===== src/hdl/rbb_pkg.sv =====
// ----------------------------------------------------------------------------
// rbb_pkg
// Shared types and constants of the Renko brick builder.
// ----------------------------------------------------------------------------
`default_nettype none

package rbb_pkg;

  localparam int unsigned PRICE_BITS = 32;
  localparam int unsigned TIME_BITS  = 48;
  localparam int unsigned VOL_BITS   = 32;
  localparam int unsigned SIZE_BITS  = 16;
  localparam int unsigned APB_DW     = 32;
  localparam int unsigned APB_AW     = 2;

  localparam logic [APB_AW-1:0] REG_BRICK_SIZE = '0;

  localparam logic [SIZE_BITS-1:0] BRICK_SIZE_RST = SIZE_BITS'(10);
  localparam logic [VOL_BITS-1:0]  VOL_MAX        = '1;

  localparam logic DIR_LONG  = 1'b0;
  localparam logic DIR_SHORT = 1'b1;

  typedef struct packed {
    logic [PRICE_BITS-1:0] bid_price;
    logic [TIME_BITS-1:0]  tick_time;
  } rbb_tick_t;

  typedef struct packed {
    logic                  direction;
    logic [PRICE_BITS-1:0] open_px;
    logic [PRICE_BITS-1:0] close_px;
    logic [TIME_BITS-1:0]  open_ts;
    logic [TIME_BITS-1:0]  close_ts;
    logic [VOL_BITS-1:0]   tick_volume;
  } rbb_brick_t;

endpackage

`default_nettype wire


===== src/hdl/renko_brick_builder_top.sv =====
// ----------------------------------------------------------------------------
// renko_brick_builder_top
// Turns price ticks into Renko bricks of a programmable height.
// ----------------------------------------------------------------------------
//  channel   dir  handshake                payload
//  tick      in   in_valid_i / in_stall_o  in_data_i   (rbb_tick_t)
//  brick     out  out_valid_o / out_stall_i out_data_o (rbb_brick_t)
//  config    in   APB write, reg 0 @ 0x0   brick_size  (16 bits)
//
//  One tick per cycle sustained while the output is not stalled; a brick
//  reaches the output register when its tick leaves the tick register.
//  Ticks are registered, then evaluated against the brick state in one
//  pass of compare/add logic that loads the output register.
//  A tick producing no brick still takes its slot in the evaluation stage.
//  A stalled output register holds its brick and backs up the tick register.
//  Reset clears all flags and the tick count; brick_size returns to 10.
// ----------------------------------------------------------------------------
`default_nettype none

module renko_brick_builder_top
  import rbb_pkg::*;
(
  input  wire logic              clk_i,
  input  wire logic              rst_ni,

  input  wire logic              in_valid_i,
  output logic                   in_stall_o,
  input  wire rbb_tick_t         in_data_i,

  output logic                   out_valid_o,
  input  wire logic              out_stall_i,
  output rbb_brick_t             out_data_o,

  input  wire logic              psel,
  input  wire logic              penable,
  input  wire logic              pwrite,
  input  wire logic [APB_AW-1:0] paddr,
  input  wire logic [APB_DW-1:0] pwdata,
  output logic [APB_DW-1:0]      prdata,
  output logic                   pready
);

  logic [SIZE_BITS-1:0]  brick_size_q;

  logic                  in_valid_q;
  rbb_tick_t             in_q;

  logic                  have_brick_q, have_brick_d;
  logic                  have_origin_q, have_origin_d;
  logic [VOL_BITS-1:0]   pend_q, pend_d;
  logic [PRICE_BITS-1:0] origin_price_q;
  logic [TIME_BITS-1:0]  origin_time_q;
  logic                  prev_dir_q;
  logic [PRICE_BITS-1:0] prev_open_q, prev_close_q;
  logic [TIME_BITS-1:0]  prev_open_time_q, prev_close_time_q;

  logic                  out_valid_q;
  rbb_brick_t            out_q;

  logic                  advance, step;
  logic [VOL_BITS-1:0]   pend_inc;
  logic [PRICE_BITS-1:0] bid, cont_ref, rev_ref, size_ext;
  logic [TIME_BITS-1:0]  cont_time, rev_time;
  logic                  dir_ref;
  logic                  cont_rise, cont_fall, rev_rise, rev_fall;
  logic                  cont_hit, rev_hit, emit;
  rbb_brick_t            brick;

  // APB
  assign pready = 1'b1;
  assign prdata = (paddr == REG_BRICK_SIZE) ? APB_DW'(brick_size_q) : '0;

  always_ff @(posedge clk_i or negedge rst_ni) begin
    if (!rst_ni) begin
      brick_size_q <= BRICK_SIZE_RST;
    end else if (psel && penable && pwrite && paddr == REG_BRICK_SIZE) begin
      brick_size_q <= pwdata[SIZE_BITS-1:0];
    end
  end

  // handshake
  assign advance    = !out_valid_q || !out_stall_i;
  assign step       = in_valid_q && advance;
  assign in_stall_o = in_valid_q && !advance;

  // evaluation
  assign bid      = in_q.bid_price;
  assign size_ext = PRICE_BITS'(brick_size_q);
  assign pend_inc = (pend_q == VOL_MAX) ? pend_q : pend_q + VOL_BITS'(1);

  assign dir_ref   = have_brick_q ? prev_dir_q : DIR_LONG;
  assign cont_ref  = have_brick_q ? prev_close_q : origin_price_q;
  assign rev_ref   = have_brick_q ? prev_open_q : origin_price_q;
  assign cont_time = have_brick_q ? prev_close_time_q : origin_time_q;
  assign rev_time  = have_brick_q ? prev_open_time_q : origin_time_q;

  assign cont_rise = (bid > cont_ref) && ((bid - cont_ref) >= size_ext);
  assign cont_fall = (bid < cont_ref) && ((cont_ref - bid) >= size_ext);
  assign rev_rise  = (bid > rev_ref) && ((bid - rev_ref) >= size_ext);
  assign rev_fall  = (bid < rev_ref) && ((rev_ref - bid) >= size_ext);

  assign cont_hit = (dir_ref == DIR_LONG) ? cont_rise : cont_fall;
  assign rev_hit  = (dir_ref == DIR_LONG) ? rev_fall : rev_rise;
  assign emit     = (have_brick_q || have_origin_q) && (cont_hit || rev_hit);

  always_comb begin
    brick.close_ts    = in_q.tick_time;
    brick.tick_volume = pend_inc;
    if (cont_hit) begin
      brick.direction = dir_ref;
      brick.open_px   = cont_ref;
      brick.open_ts   = cont_time;
    end else begin
      brick.direction = ~dir_ref;
      brick.open_px   = rev_ref;
      brick.open_ts   = rev_time;
    end
    brick.close_px = (brick.direction == DIR_SHORT) ? brick.open_px - size_ext
                                                    : brick.open_px + size_ext;
  end

  always_comb begin
    have_brick_d  = have_brick_q;
    have_origin_d = have_origin_q;
    pend_d        = pend_inc;
    if (emit) begin
      have_brick_d  = 1'b1;
      have_origin_d = 1'b0;
      pend_d        = '0;
    end else if (!have_brick_q && !have_origin_q) begin
      have_origin_d = 1'b1;
    end
  end

  // control
  always_ff @(posedge clk_i or negedge rst_ni) begin
    if (!rst_ni) begin
      in_valid_q    <= 1'b0;
      out_valid_q   <= 1'b0;
      have_brick_q  <= 1'b0;
      have_origin_q <= 1'b0;
      pend_q        <= '0;
    end else begin
      if (!in_stall_o) begin
        in_valid_q <= in_valid_i;
      end
      if (advance) begin
        out_valid_q <= step && emit;
      end
      if (step) begin
        have_brick_q  <= have_brick_d;
        have_origin_q <= have_origin_d;
        pend_q        <= pend_d;
      end
    end
  end

  // payload
  always_ff @(posedge clk_i) begin
    if (!in_stall_o && in_valid_i) begin
      in_q <= in_data_i;
    end
    if (step && !have_brick_q && !have_origin_q) begin
      origin_price_q <= bid;
      origin_time_q  <= in_q.tick_time;
    end
    if (step && emit) begin
      out_q             <= brick;
      prev_dir_q        <= brick.direction;
      prev_open_q       <= brick.open_px;
      prev_close_q      <= brick.close_px;
      prev_open_time_q  <= brick.open_ts;
      prev_close_time_q <= brick.close_ts;
    end
  end

  assign out_valid_o = out_valid_q;
  assign out_data_o  = out_q;

  // checks
  a_pend_restart: assert property (@(posedge clk_i) disable iff (!rst_ni)
    step && emit |=> pend_q == '0)
    else $error("tick count not restarted after brick");

  a_brick_sticky: assert property (@(posedge clk_i) disable iff (!rst_ni)
    have_brick_q |=> have_brick_q)
    else $error("brick state lost");

  a_stall_needs_item: assert property (@(posedge clk_i) disable iff (!rst_ni)
    in_stall_o |-> in_valid_q && out_valid_q)
    else $error("tick stalled with free pipeline");

  a_no_origin_no_brick: assert property (@(posedge clk_i) disable iff (!rst_ni)
    step && !have_brick_q && !have_origin_q |=> !have_brick_q && have_origin_q)
    else $error("opening tick mishandled");

endmodule

`default_nettype wire


===== config.mk =====
export PLATFORM = sky130hd
export DESIGN_NAME = renko_brick_builder_top
export DESIGN_NICKNAME = d
export VERILOG_FILES = /design/src/hdl/rbb_pkg.sv /design/src/hdl/renko_brick_builder_top.sv
export SDC_FILE = /design/constraint.sdc
export NUM_CORES = 1
export LEC_CHECK = 0
export BUFFER_PORTS_ARGS = -buffer_cell sky130_fd_sc_hd__buf_2
export CORE_UTILIZATION = 25
export CTS_CLUSTER_DIAMETER = 150
export DETAILED_ROUTE_END_ITERATION = 8
export GPL_TIMING_DRIVEN = 0
export PLACE_DENSITY = 0.4
export SETUP_SLACK_MARGIN = 0.4
export SYNTH_ARGS = -nofsm -noshare
export SYNTH_HDL_FRONTEND = slang
export SYNTH_SLANG_ARGS = --single-unit

===== constraint.sdc =====
create_clock -name clk_i -period 15.95 [get_ports clk_i]
set_input_delay 1.595 -clock clk_i [delete_from_list [all_inputs] [get_ports clk_i]]
set_output_delay 1.595 -clock clk_i [all_outputs]
set_load 0.05 [all_outputs]

# Yosys cells after proc, flatten, opt, wreduce, memory -nomap -nowiden
# Cells that the tools add are included.
# classes
add_sub_neg,7
magnitude_cmp,8
n_eq_ne,2
muxes,15
n_bitwise,1
n_reduce_logical,29
# op_table
op,n
two-way mux 32 bit,5
two-way mux 48 bit,3
greater-or-equal comparator 32 x 16 -> 1 bit,4
subtractor 32 bit,4
> comparator 32 bit,2
less-than comparator 32 bit,2
two-way mux 33 bit,1
"adder 32 x 1 -> 32 bit, second input constant",1
adder 32 x 16 -> 32 bit,1
"equality test 32 bit, second input constant",1
subtractor 32 x 16 -> 32 bit,1
two-way mux 16 bit,1
logical AND 1 bit,15
logical NOT 1 bit,6
AND reduction 2 bit,3
two-way mux 1 bit,5
logical OR 1 bit,3
logical NOT 2 bit,1
"inequality test 2 x 1 -> 1 bit, second input constant",1
nonzero test 2 bit,1
inverter 1 bit,1
# totals
regBits,405
in_bits,121
out_inout_bits,228
word_cells,78

# Depth between registers and ports, before layout
# Gate-level depths: netlist (run 1).
# logic_depth
depth_word,9
mapped_depth,42
ltp_nobuf,39

# Least setup slack after synthesis (run 1)
# No wires, ideal clock.
# synth_path
path_type,flip-flop to flip-flop
startpoint,register have_brick_q
endpoint,register prev_close_q[31] (data pin)
setup_ns,0.268
t_arrival_ns,8.066
required_ns,15.682
setup_slack_ns,7.616
path_stages_with_launch,38
n_path_buf,5
synth_period_minus_slack_ns,8.334
path_cell_list,dfrtp_1 > clkbuf_1 > buf_1 > buf_1 > a21oi_1 > inv_1 > ha_1 > nand2_1 > o21ai_0 > a21oi_1 > o31ai_1 > nand2_1 > nand2_1 > xor2_1 > ha_1 > and4_1 > a2111oi_0 > o21a_1 > (+2 left out) > nand4b_1 > nor4_2 > o31ai_1 > buf_2 > clkbuf_1 > a21oi_1 > ha_1 > nor2b_1 > o21a_1 > o31ai_1 > a211oi_1 > o21a_1 > o21ai_0 > a221oi_1 > a2111o_1 > a21bo_2 > a21oi_1 > xnor3_1
# synth_lines
item,line,source
from (decl),renko_brick_builder_top.sv:48,"logic have_brick_q, have_brick_d;"
from (signal assigned),renko_brick_builder_top.sv:151,have_brick_q <= have_brick_d;
to (signal assigned),renko_brick_builder_top.sv:171,prev_close_q <= brick.close_px;
to (decl),renko_brick_builder_top.sv:54,"logic [PRICE_BITS-1:0] prev_open_q, prev_close_q;"

==> impl_metrics.env, run 1 <==
export IMPL_ys_types=91
export IMPL_cts_inserted_buffers=50
export IMPL_synth_xor_area_share_pct=5.70
export IMPL_synth_top_family_by_area="compound AO/OA/AOI/OAI gates"
export IMPL_num_io_pins=349
export IMPL_area_delta_synth_final_pct=20.7
export IMPL_status="complete, no violations"
export IMPL_synth_simple_area_share_pct=12.1
export IMPL_start_util_pct=25.4
export IMPL_tightest_slew_ns=1.35
export IMPL_fmax_mhz=73.1
export IMPL_synthAdderAreaFrac_pct=11.3
export IMPL_drt_antenna_violating_nets=0
export IMPL_rsz0062_at_grt="no"
export IMPL_synth_top_area_cell="edfxtp_1"
export IMPL_synthMuxAreaShare_pct=3.15
export IMPL_avgViaCountPerCell=4.88
export IMPL_synth_edf_count=353
export IMPL_antenna_cells=0
export IMPL_clock_sinks=405
export IMPL_num_rows=116
export IMPL_dieArea_um2=104000
export IMPL_syn_area_um2=25600
export IMPL_post_cts_resized=0
export IMPL_worst_path_max_delay_cell="clkbuf_1"
export IMPL_wire_per_inst_um=22.6
export IMPL_synth_avg_cell_area_um2=10.5
export IMPL_yosys_warnings=0
export IMPL_cp_required_ns=16.33
export IMPL_slew_viol_final=0
export IMPL_cp_common_cell="a21oi_1"
export IMPL_hold_viol_final=0
export IMPL_cts_clk_slew_worst_paths_ns=0.06
export IMPL_synth_top_area_share_pct=41.4
export IMPL_postCtsSetupBuffers=0
export IMPL_dp_hpwl_um=76500
export IMPL_arrival_ns=14.06
export IMPL_max_slew_margin_pct=10.3
export IMPL_clock_skew_ns=0.0410
export IMPL_n_fill_cell=10499
export IMPL_utilization_pct=30.7
export IMPL_crit_type="flip-flop to flip-flop"
export IMPL_synthCells=2445
export IMPL_crit_buf_inv=7
export IMPL_grt_pass1_vias=20773
export IMPL_synth_compound_area_share_pct=16.6
export IMPL_wirelength_um=95700
export IMPL_grt_pass1_wl_um=139000
export IMPL_clock_latency_ns=0.65
export IMPL_final_setup_tns_ns=0
export IMPL_initialDrtViolationCount=1350
export IMPL_antenna_found_initial=1
export IMPL_max_stage_delay_ns=1.05
export IMPL_ctsHtreeMaxLevel=2
export IMPL_synthTopCellsByArea="edfxtp_1, ha_1, a21oi_1"
export IMPL_cap_violations=0
export IMPL_synth_async_sr_flop_share_pct=12.8
export IMPL_clock_path_buffers=3
export IMPL_cts_root_buf="clkbuf_16"
export IMPL_setup_viol=0
export IMPL_fin_crit_ns=13.68
export IMPL_fin_nets=3190
export IMPL_tritoncts="done"
export IMPL_end_kind="flip-flop"
export IMPL_die_w_um=322
export IMPL_first_pass_iters=5
export IMPL_grt_use_total_pct=18.1
export IMPL_period_share_pct=85.8
export IMPL_num_vias=20669
export IMPL_min_path_type="flip-flop to flip-flop"
export IMPL_gp_congestion=0.902
export IMPL_grt_start_max_net_pins=59
export IMPL_synth_ff_type="edfxtp_1"
export IMPL_core_um2=101000
export IMPL_gr_total_overflow=0
export IMPL_start_kind="flip-flop"
export IMPL_dieHeight_um=322
export IMPL_cts_hold_buffers=0
export IMPL_route_detailed_drc=0
export IMPL_yosysSeqAreaShare_pct=46.5
export IMPL_layout_drive_gt1_share_pct=19.1
export IMPL_port_buffers=313
export IMPL_cp_max_fo=10
export IMPL_critPathTopFamily="compound AO/OA/AOI/OAI gates"
export IMPL_ys_ff_latch=405
==> worst paths after layout <==
| check | from | slack, ns | cells past startpoint | endpoint |
|---|---|---|---|---|
| worst min register to register | brick[64]$_DFFE_PP_ | 0.43 | 0 | prev_close_time_q[32]$_DFFE_PP_ |
| min in group asynchronous | rst_ni | 1.02 | 1 | pend_q[29]$_DFFE_PN0P_ |
| worst min-delay path | brick[64]$_DFFE_PP_ | 0.43 | 0 | prev_close_time_q[32]$_DFFE_PP_ |
| worst max register to register | have_brick_q$_DFFE_PN0P_ | 2.27 | 38 | prev_close_q[31]$_DFFE_PP_ |
| worst max-delay path | have_brick_q$_DFFE_PN0P_ | 2.27 | 38 | prev_close_q[31]$_DFFE_PP_ |
| max in group asynchronous | rst_ni | 14.35 | 1 | brick_size_q[8]$_DFFE_PN0P_ |
==> kinds of logic after synthesis <==
logic type / after synthesis
AO/OA/AOI/OAI: 678
XOR/XNOR: 165
adder cells (fa/ha/maj): 228
buffers and inverters: 270
flip-flops: 405
multiplexers: 74
other: 2
AND/OR/NAND/NOR: 623
==> cells in the final DEF, fill, tap and decap left out, types with 18 or more instances in the layout <==
master	n
clkbuf_1	72
a22o_1	23
mux2i_1	23
o21bai_1	18
mux2_2	51
nand4_1	38
xor2_1	61
nor2b_1	53
o21ai_0	138
ha_1	223
a21o_1	46
buf_2	338
clkbuf_16	51
nor3_1	50
a21oi_1	253
edfxtp_1	353
o21a_1	36
dfrtp_1	50
buf_4	20
nor2_1	153
a211oi_1	24
inv_1	148
nand3_1	49
nand2_1	163
xnor2_1	103
==> area by class of cell <==
type / instances / area, um^2 / share of cell area [%]
multi-input cells: 1785 / 12600 / 40.8
flip-flops and latches: 405 / 11900 / 38.6
repair buffers: 329 / 1830 / 5.94
well taps: 1357 / 1700 / 5.50
clock buffers: 70 / 1410 / 4.56
plain buffers: 119 / 594 / 1.92
inverters: 151 / 567 / 1.84
clock inverters: 23 / 282 / 0.912
==> worst reg2reg max path: cells and delay by family, from the launching register on <==
family | cells | cell delay, ns
compound gates | 19 | 6.50
buf+inv | 7 | 4.01
simple gates | 7 | 1.18
fa+ha+maj | 3 | 0.70
flops | 1 | 0.53
xor+xnor | 2 | 0.51
==> cells in the mapped netlist (7+ instances only) <==
| cell | count |
|---|---|
| a221oi_1 | 8 |
| a21o_1 | 46 |
| nor2b_1 | 53 |
| mux2_2 | 51 |
| nor4_1 | 17 |
| nand2b_1 | 17 |
| nand3_1 | 49 |
| xnor2_1 | 103 |
| and2_1 | 11 |
| inv_1 | 148 |
| a31oi_1 | 17 |
| buf_4 | 19 |
| edfxtp_1 | 353 |
| buf_2 | 26 |
| nand4_1 | 38 |
| o21ai_0 | 138 |
| and3_1 | 13 |
| o21a_1 | 36 |
| and4_1 | 8 |
| or3_1 | 10 |
| mux2i_1 | 23 |
| clkbuf_1 | 60 |
| nand2_1 | 163 |
| xor2_1 | 61 |
| a22o_1 | 23 |
| nor2_4 | 10 |
| o31ai_1 | 16 |
| dfrtp_1 | 50 |
| buf_1 | 8 |
| ha_1 | 223 |
| nor3_1 | 51 |
| or2_2 | 7 |
| o211ai_1 | 17 |
| o21bai_1 | 18 |
| a211o_1 | 7 |
| nor2_1 | 153 |
| a211oi_1 | 24 |
| a21oi_1 | 254 |
==> flip-flops by register name, indices dropped and copies added, names as in the netlist, 16 cells and up <==
name and flops:
out_data_o 65, brick 48, origin_time_q 48, prev_close_time_q 48, prev_open_time_q 48, bid 32, origin_price_q 32, pend_q 32
prev_close_q 32, brick_size_q 16
==> metal layers <==
metal,GRT usage (%),wire [um]
met1,24.6,43900
met2,29.7,44200
met3,2.52,5090
met4,5.41,2500
met5,0,0
==> stage by stage <==
stage	std cells	setup WS [ns]	hold WS, ns	area, um^2
2_1_floorplan	2460	7.62	0.421	25600
3_3_place_gp	4130	0.582	0.422	28900
3_5_place_dp	4146	2.07	0.431	29200
4_1_cts	4239	1.98	0.436	30900
5_1_grt	4239	1.51	0.438	30900
6_report	4239	2.27	0.431	30900
Power of run 1 is not shown: default switching activity piles up to over one toggle a cycle in this logic, so the estimate is an artifact.
==> inputs of run 2 (changes only) <==
--- a/config.mk
+++ b/config.mk
@@ -5,10 +5,13 @@
 export SDC_FILE = /design/constraint.sdc
 export NUM_CORES = 1
 export LEC_CHECK = 0
+export ABC_AREA = 1
 export BUFFER_PORTS_ARGS = -buffer_cell sky130_fd_sc_hd__buf_2
+export CAP_MARGIN = 30
 export CORE_UTILIZATION = 25
 export CTS_CLUSTER_DIAMETER = 150
 export DETAILED_ROUTE_END_ITERATION = 8
+export GPL_ROUTABILITY_DRIVEN = 0
 export GPL_TIMING_DRIVEN = 0
 export PLACE_DENSITY = 0.4
 export SETUP_SLACK_MARGIN = 0.4
==> run 2 against run 1 <==
  * First-iteration DRC count grew 37%
  * Non-clock buffer count shrank 19
  * Sequential share of layout area shrank 2.8 points
  * Flip-flop and latch count is the same
  * Via count grew 19%
  * Maximum frequency grew 33%
  * Worst setup slack gained 3.4 ns
==> impl_metrics.env, run 2 <==
export IMPL_crit_start="have_brick_q$_DFFE_PN0P_"
export IMPL_status="complete, no violations"
export IMPL_worstSetupEndpoint="prev_close_q[30]$_DFFE_PP_"
export IMPL_hold_viol_final=0
export IMPL_cp_max_fo=10
export IMPL_crit_type="flip-flop to flip-flop"
export IMPL_postCtsSetupBuffers=0
export IMPL_final_setup_tns_ns=0
export IMPL_multiInputGateArea_um2=13500
export IMPL_regArea_um2=11900
export IMPL_clock_latency_ns=0.69
export IMPL_dp_hpwl_um=90800
export IMPL_max_stage_delay_ns=0.73
export IMPL_r2r_end="prev_close_q[30]$_DFFE_PP_"
export IMPL_gr_total_overflow=0
export IMPL_fin_crit_ns=10.29
export IMPL_period_share_pct=64.5
export IMPL_tritoncts="done"
export IMPL_wire_per_inst_um=20.0
export IMPL_cap_violations=0
export IMPL_crit_buf_inv=9
export IMPL_ys_types=53
export IMPL_die_w_um=336
export IMPL_synthTopCellsByArea="edfxtp_1, nand2_1, ha_1"
export IMPL_wirelength_um=110000
export IMPL_grt_use_total_pct=19.1
export IMPL_synth_edf_count=353
export IMPL_setup_viol=0
export IMPL_slew_viol_final=0
export IMPL_grt_pass1_wl_um=158000
export IMPL_max_slew_margin_pct=34.3
export IMPL_dieArea_um2=113000
export IMPL_synth_most_common_cell="nand2_1"
export IMPL_avgViaCountPerCell=4.49
export IMPL_yosysSeqAreaShare_pct=42.7
export IMPL_cts_clk_slew_worst_paths_ns=0.06
export IMPL_synth_avg_cell_area_um2=7.84
export IMPL_reg2reg_slack_ns=5.66
export IMPL_synth_top_area_share_pct=38.0
export IMPL_worst_r2r_path_depth=38
export IMPL_cts_root_buf="clkbuf_16"
export IMPL_place_inst=5384
export IMPL_synthTopCellsByCount="nand2_1, inv_1, edfxtp_1"
export IMPL_yosys_warnings=0
export IMPL_n_fill_cell=12162
export IMPL_num_vias=24599
export IMPL_cts_inserted_buffers=51
export IMPL_tightest_slew_ns=0.986
export IMPL_synth_async_sr_flop_share_pct=12.8
export IMPL_grt_start_max_net_pins=93
export IMPL_clock_sinks=405
export IMPL_synth_ff_type="edfxtp_1"
export IMPL_mostFrequentLayoutCells="nand2_1, inv_1, edfxtp_1, buf_2, a21oi_1"
export IMPL_min_path_type="flip-flop to flip-flop"
export IMPL_num_io_pins=349
export IMPL_fin_nets=4298
export IMPL_start_util_pct=25.2
export IMPL_layout_drive_gt1_share_pct=13.5
export IMPL_core_um2=111000
export IMPL_port_buffers=315
export IMPL_final_common_cell="nand2_1"
export IMPL_ctsHtreeMaxLevel=2
export IMPL_end_kind="flip-flop"
export IMPL_syn_area_um2=27900
export IMPL_clock_skew_ns=0.108
export IMPL_clock_path_buffers=3
export IMPL_cp_common_cell="nand2_1"
export IMPL_grt_pass1_vias=23842
export IMPL_initialDrtViolationCount=1845
export IMPL_first_pass_iters=5
export IMPL_synthCells=3556
export IMPL_route_detailed_drc=0
export IMPL_ys_ff_latch=405
export IMPL_antenna_found_initial=11
export IMPL_rsz0062_at_grt="no"
export IMPL_arrival_ns=10.66
export IMPL_area_delta_synth_final_pct=19.3
export IMPL_num_rows=122
export IMPL_fmax_mhz=97.2
export IMPL_start_kind="flip-flop"
export IMPL_drt_antenna_violating_nets=0
export IMPL_cp_required_ns=16.31
export IMPL_post_cts_resized=0
export IMPL_cts_hold_buffers=0
export IMPL_cp_depth=38
export IMPL_worst_path_max_delay_cell="o21ai_0"
export IMPL_r2r_start="have_brick_q$_DFFE_PN0P_"
export IMPL_dieHeight_um=336
export IMPL_critPathTopFamily="compound AO/OA/AOI/OAI gates"
export IMPL_fin_cells=5484
export IMPL_synth_top_area_cell="edfxtp_1"
export IMPL_largest_reg_flops=65
-- run 2: cell count changes in the layout (fill, tap and decap cells not counted), moves of 30 or more --
cell      delta
nand2_1    +994
inv_1      +354
nand3_1    +141
nor2_1      +88
xnor2_1     -85
o21ai_0     -64
nor2b_1     -53
mux2_2      -51
xor2_1      +40
a21o_1      -38
clkbuf_1    -35
o21ai_1     +30
-- run 2: cell type report --
type                       instances  area share (%)
multi-input combinational       2536            40.5
sequential                       405            35.8
inverter                         526            5.97
tap                             1488            5.60
timing repair buffer             325            5.36
clock buffer                      61            3.98
buffer                           104            1.75
clock inverter                    34           0.982
antenna                            5          0.0376
-- run 2: layer usage --
metal  global-route usage [%]  up-vias  wire length, um
li1                         -    12271                -
met1                     26.4    11546            51800
met2                     30.8      643            49500
met3                     2.46      135             5170
met4                     6.01        4             3340
met5                        0        -               22
-- run 2: worst min-delay path by stage --
stage	start	to	slack [ns]	depth (start not counted)
floorplan	brick[32]$_DFFE_PP_	origin_time_q[0]$_DFFE_PP_	0.42	0
global placement	brick[40]$_DFFE_PP_	origin_time_q[8]$_DFFE_PP_	0.42	0
detailed placement	brick[62]$_DFFE_PP_	origin_time_q[30]$_DFFE_PP_	0.43	0
CTS	brick[73]$_DFFE_PP_	origin_time_q[41]$_DFFE_PP_	0.40	0
global route	brick[73]$_DFFE_PP_	origin_time_q[41]$_DFFE_PP_	0.40	0
finish	brick[73]$_DFFE_PP_	origin_time_q[41]$_DFFE_PP_	0.41	0
-- run 2: logic make-up after synthesis --
family,count (synthesis),share of synthesized area (%)
flops,405,42.7
xor+xnor,119,3.74
fa+ha+maj,228,10.4
other cells,2,0.0269
simple gates,1740,25.6
compound gates,432,8.33
buf+inv,630,9.17
-- run 2: per-stage QoR --
| step | instance area [um^2] | util, % | hold slack, ns | setup slack [ns] |
|---|---|---|---|---|
| after floorplan | 27900 | - | 0.421 | 8.94 |
| after global placement | 31400 | 28.4 | 0.424 | 3.92 |
| after detailed placement | 31600 | 28.6 | 0.429 | 5.42 |
| after CTS | 33200 | 30.1 | 0.398 | 5.39 |
| after global routing | 33200 | 30.1 | 0.400 | 4.97 |
| final | 33300 | 30.1 | 0.414 | 5.66 |
Power of run 2 is left out for the same reason.
==> inputs of run 3 (changes only) <==
--- a/config.mk
+++ b/config.mk
@@ -13,7 +13,7 @@
 export DETAILED_ROUTE_END_ITERATION = 8
 export GPL_ROUTABILITY_DRIVEN = 0
 export GPL_TIMING_DRIVEN = 0
-export PLACE_DENSITY = 0.4
+export PLACE_DENSITY = 0.41
 export SETUP_SLACK_MARGIN = 0.4
 export SYNTH_ARGS = -nofsm -noshare
 export SYNTH_HDL_FRONTEND = slang
==> constraint.sdc (replaced) <==
create_clock -name clk_i -period 8.7 [get_ports clk_i]
set_input_delay 0.87 -clock clk_i [delete_from_list [all_inputs] [get_ports clk_i]]
set_output_delay 0.87 -clock clk_i [all_outputs]
set_load 0.05 [all_outputs]
==> run 3 against run 2 <==
  * Sequential share of layout area is 0.098 points lower
  * Via count is 0.28% lower
  * Maximum frequency up 33%
  * Non-clock buffer count stayed put
  * Final area rose by 0.27%
  * Utilization increased by 0.083 points
  * Die area is the same
==> impl_metrics.env, run 3 (synthesis gave the netlist of run 2 again) <==
export IMPL_cp_max_fo=10
export IMPL_utilization_pct=30.2
export IMPL_fin_nets=4298
export IMPL_mostFrequentLayoutCells="nand2_1, inv_1, edfxtp_1, buf_2, a21oi_1"
export IMPL_multiInputGateArea_um2=13500
export IMPL_cts_clk_slew_worst_paths_ns=0.06
export IMPL_clock_skew_ns=0.0534
export IMPL_core_um2=111000
export IMPL_grt_use_total_pct=18.7
export IMPL_dp_hpwl_um=88100
export IMPL_cts_root_buf="clkbuf_16"
export IMPL_clock_sinks=405
export IMPL_layout_drive_gt1_share_pct=13.9
export IMPL_first_pass_iters=6
export IMPL_fmax_mhz=129
export IMPL_initialDrtViolationCount=1764
export IMPL_wire_per_inst_um=19.6
export IMPL_grt_pass1_vias=24044
export IMPL_num_io_pins=349
export IMPL_cp_common_cell="nand2_1"
export IMPL_cts_inserted_buffers=51
export IMPL_slew_viol_final=0
export IMPL_final_common_cell="nand2_1"
export IMPL_fin_cells=5481
export IMPL_grt_pass1_wl_um=155000
export IMPL_avgViaCountPerCell=4.48
export IMPL_dieArea_um2=113000
export IMPL_worst_path_max_delay_cell="ha_1"
export IMPL_wirelength_um=107000
export IMPL_clock_latency_ns=0.66
export IMPL_n_fill_cell=12257
export IMPL_ctsHtreeMaxLevel=2
export IMPL_largest_reg_flops=65
export IMPL_fin_crit_ns=7.73
export IMPL_tightest_slew_ns=0.987
export IMPL_dieHeight_um=336
export IMPL_max_slew_margin_pct=34.2
export IMPL_clock_path_buffers=3
export IMPL_gr_total_overflow=0
export IMPL_tritoncts="done"
export IMPL_grt_start_max_net_pins=80
export IMPL_place_inst=5382
export IMPL_cts_hold_buffers=0
export IMPL_area_delta_synth_final_pct=19.7
export IMPL_antenna_found_initial=6
export IMPL_setup_viol=0
export IMPL_start_kind="flip-flop"
export IMPL_arrival_ns=8.07
export IMPL_hold_viol_final=0
export IMPL_route_detailed_drc=0
export IMPL_drt_antenna_violating_nets=0
export IMPL_period_share_pct=88.8
export IMPL_port_buffers=315
export IMPL_max_stage_delay_ns=0.37
export IMPL_cp_required_ns=9.05
export IMPL_final_setup_tns_ns=0
export IMPL_whs_ns=0.165
export IMPL_crit_type="flip-flop to flip-flop"
export IMPL_num_rows=122
export IMPL_cap_violations=0
export IMPL_num_vias=24529
export IMPL_worst_r2r_path_depth=46
export IMPL_end_kind="flip-flop"
export IMPL_status="complete, no violations"
export IMPL_regArea_um2=11900
export IMPL_min_path_type="input port to async pin"
export IMPL_start_util_pct=25.2
export IMPL_rsz0062_at_grt="no"
export IMPL_die_w_um=336
run 3: layout make-up:
cell class / instances / share of cell area, %
clock inverters: 28 / 0.840
plain buffers: 104 / 1.81
repair buffers: 325 / 5.32
multi-input cells: 2536 / 40.6
clock buffers: 68 / 4.20
inverters: 526 / 5.97
well taps: 1488 / 5.58
flip-flops and latches: 405 / 35.7
diodes: 1 / 0.00750
run 3: final timing paths:
| path | startpoint | to | slack [ns] |
|---|---|---|---|
| setup / recovery | have_brick_q$_DFFE_PN0P_ | prev_close_q[25]$_DFFE_PP_ | 0.97 |
| hold / removal | rst_ni | brick_size_q[15]$_DFFE_PN0P_ | 0.17 |
| setup reg to reg | have_brick_q$_DFFE_PN0P_ | prev_close_q[25]$_DFFE_PP_ | 0.97 |
| hold reg to reg | brick[52]$_DFFE_PP_ | prev_close_time_q[20]$_DFFE_PP_ | 0.44 |
| max in group asynchronous | rst_ni | pend_q[23]$_DFFE_PN0P_ | 8.14 |
| min in group clk_i | in_data_i[53] | bid[5]$_DFFE_PP_ | 0.39 |
run 3: critical path, delay by kind of cell, from the launching register on:
kind / cells / cell delay (ns)
xor+xnor: 2 / 0.32
simple gates: 21 / 2.11
buf+inv: 10 / 1.64
fa+ha+maj: 3 / 0.94
compound gates: 10 / 2.03
flops: 1 / 0.32
run 3: per-stage QoR:
| stage | instance area, um^2 | worst slack [ns] |
|---|---|---|
| after floorplan | 27900 | 1.69 |
| after global placement | 31400 | -3.10 |
| after detailed placement | 31600 | -1.04 |
| after CTS | 33300 | 0.411 |
| after global routing | 33300 | 0.431 |
| final | 33300 | 0.972 |
run 3: metal layers:
layer	up-vias	global-route usage, %	wire length, um
li1	12271	-	-
met1	11520	25.2	49300
met2	637	31.5	50200
met3	101	2.55	5430
met4	0	4.77	2550
met5	-	0	0
run 3: repair_timing:
action / CTS / global route
hold endpoints to repair: 0 / 0
pin swaps: 1 / 2
resized for setup: 18 / 26
setup buffers: 1 / 1
cloned: 0 / 0
setup endpoints to repair: 21 / 15
Power of run 3 is left out for the same reason.
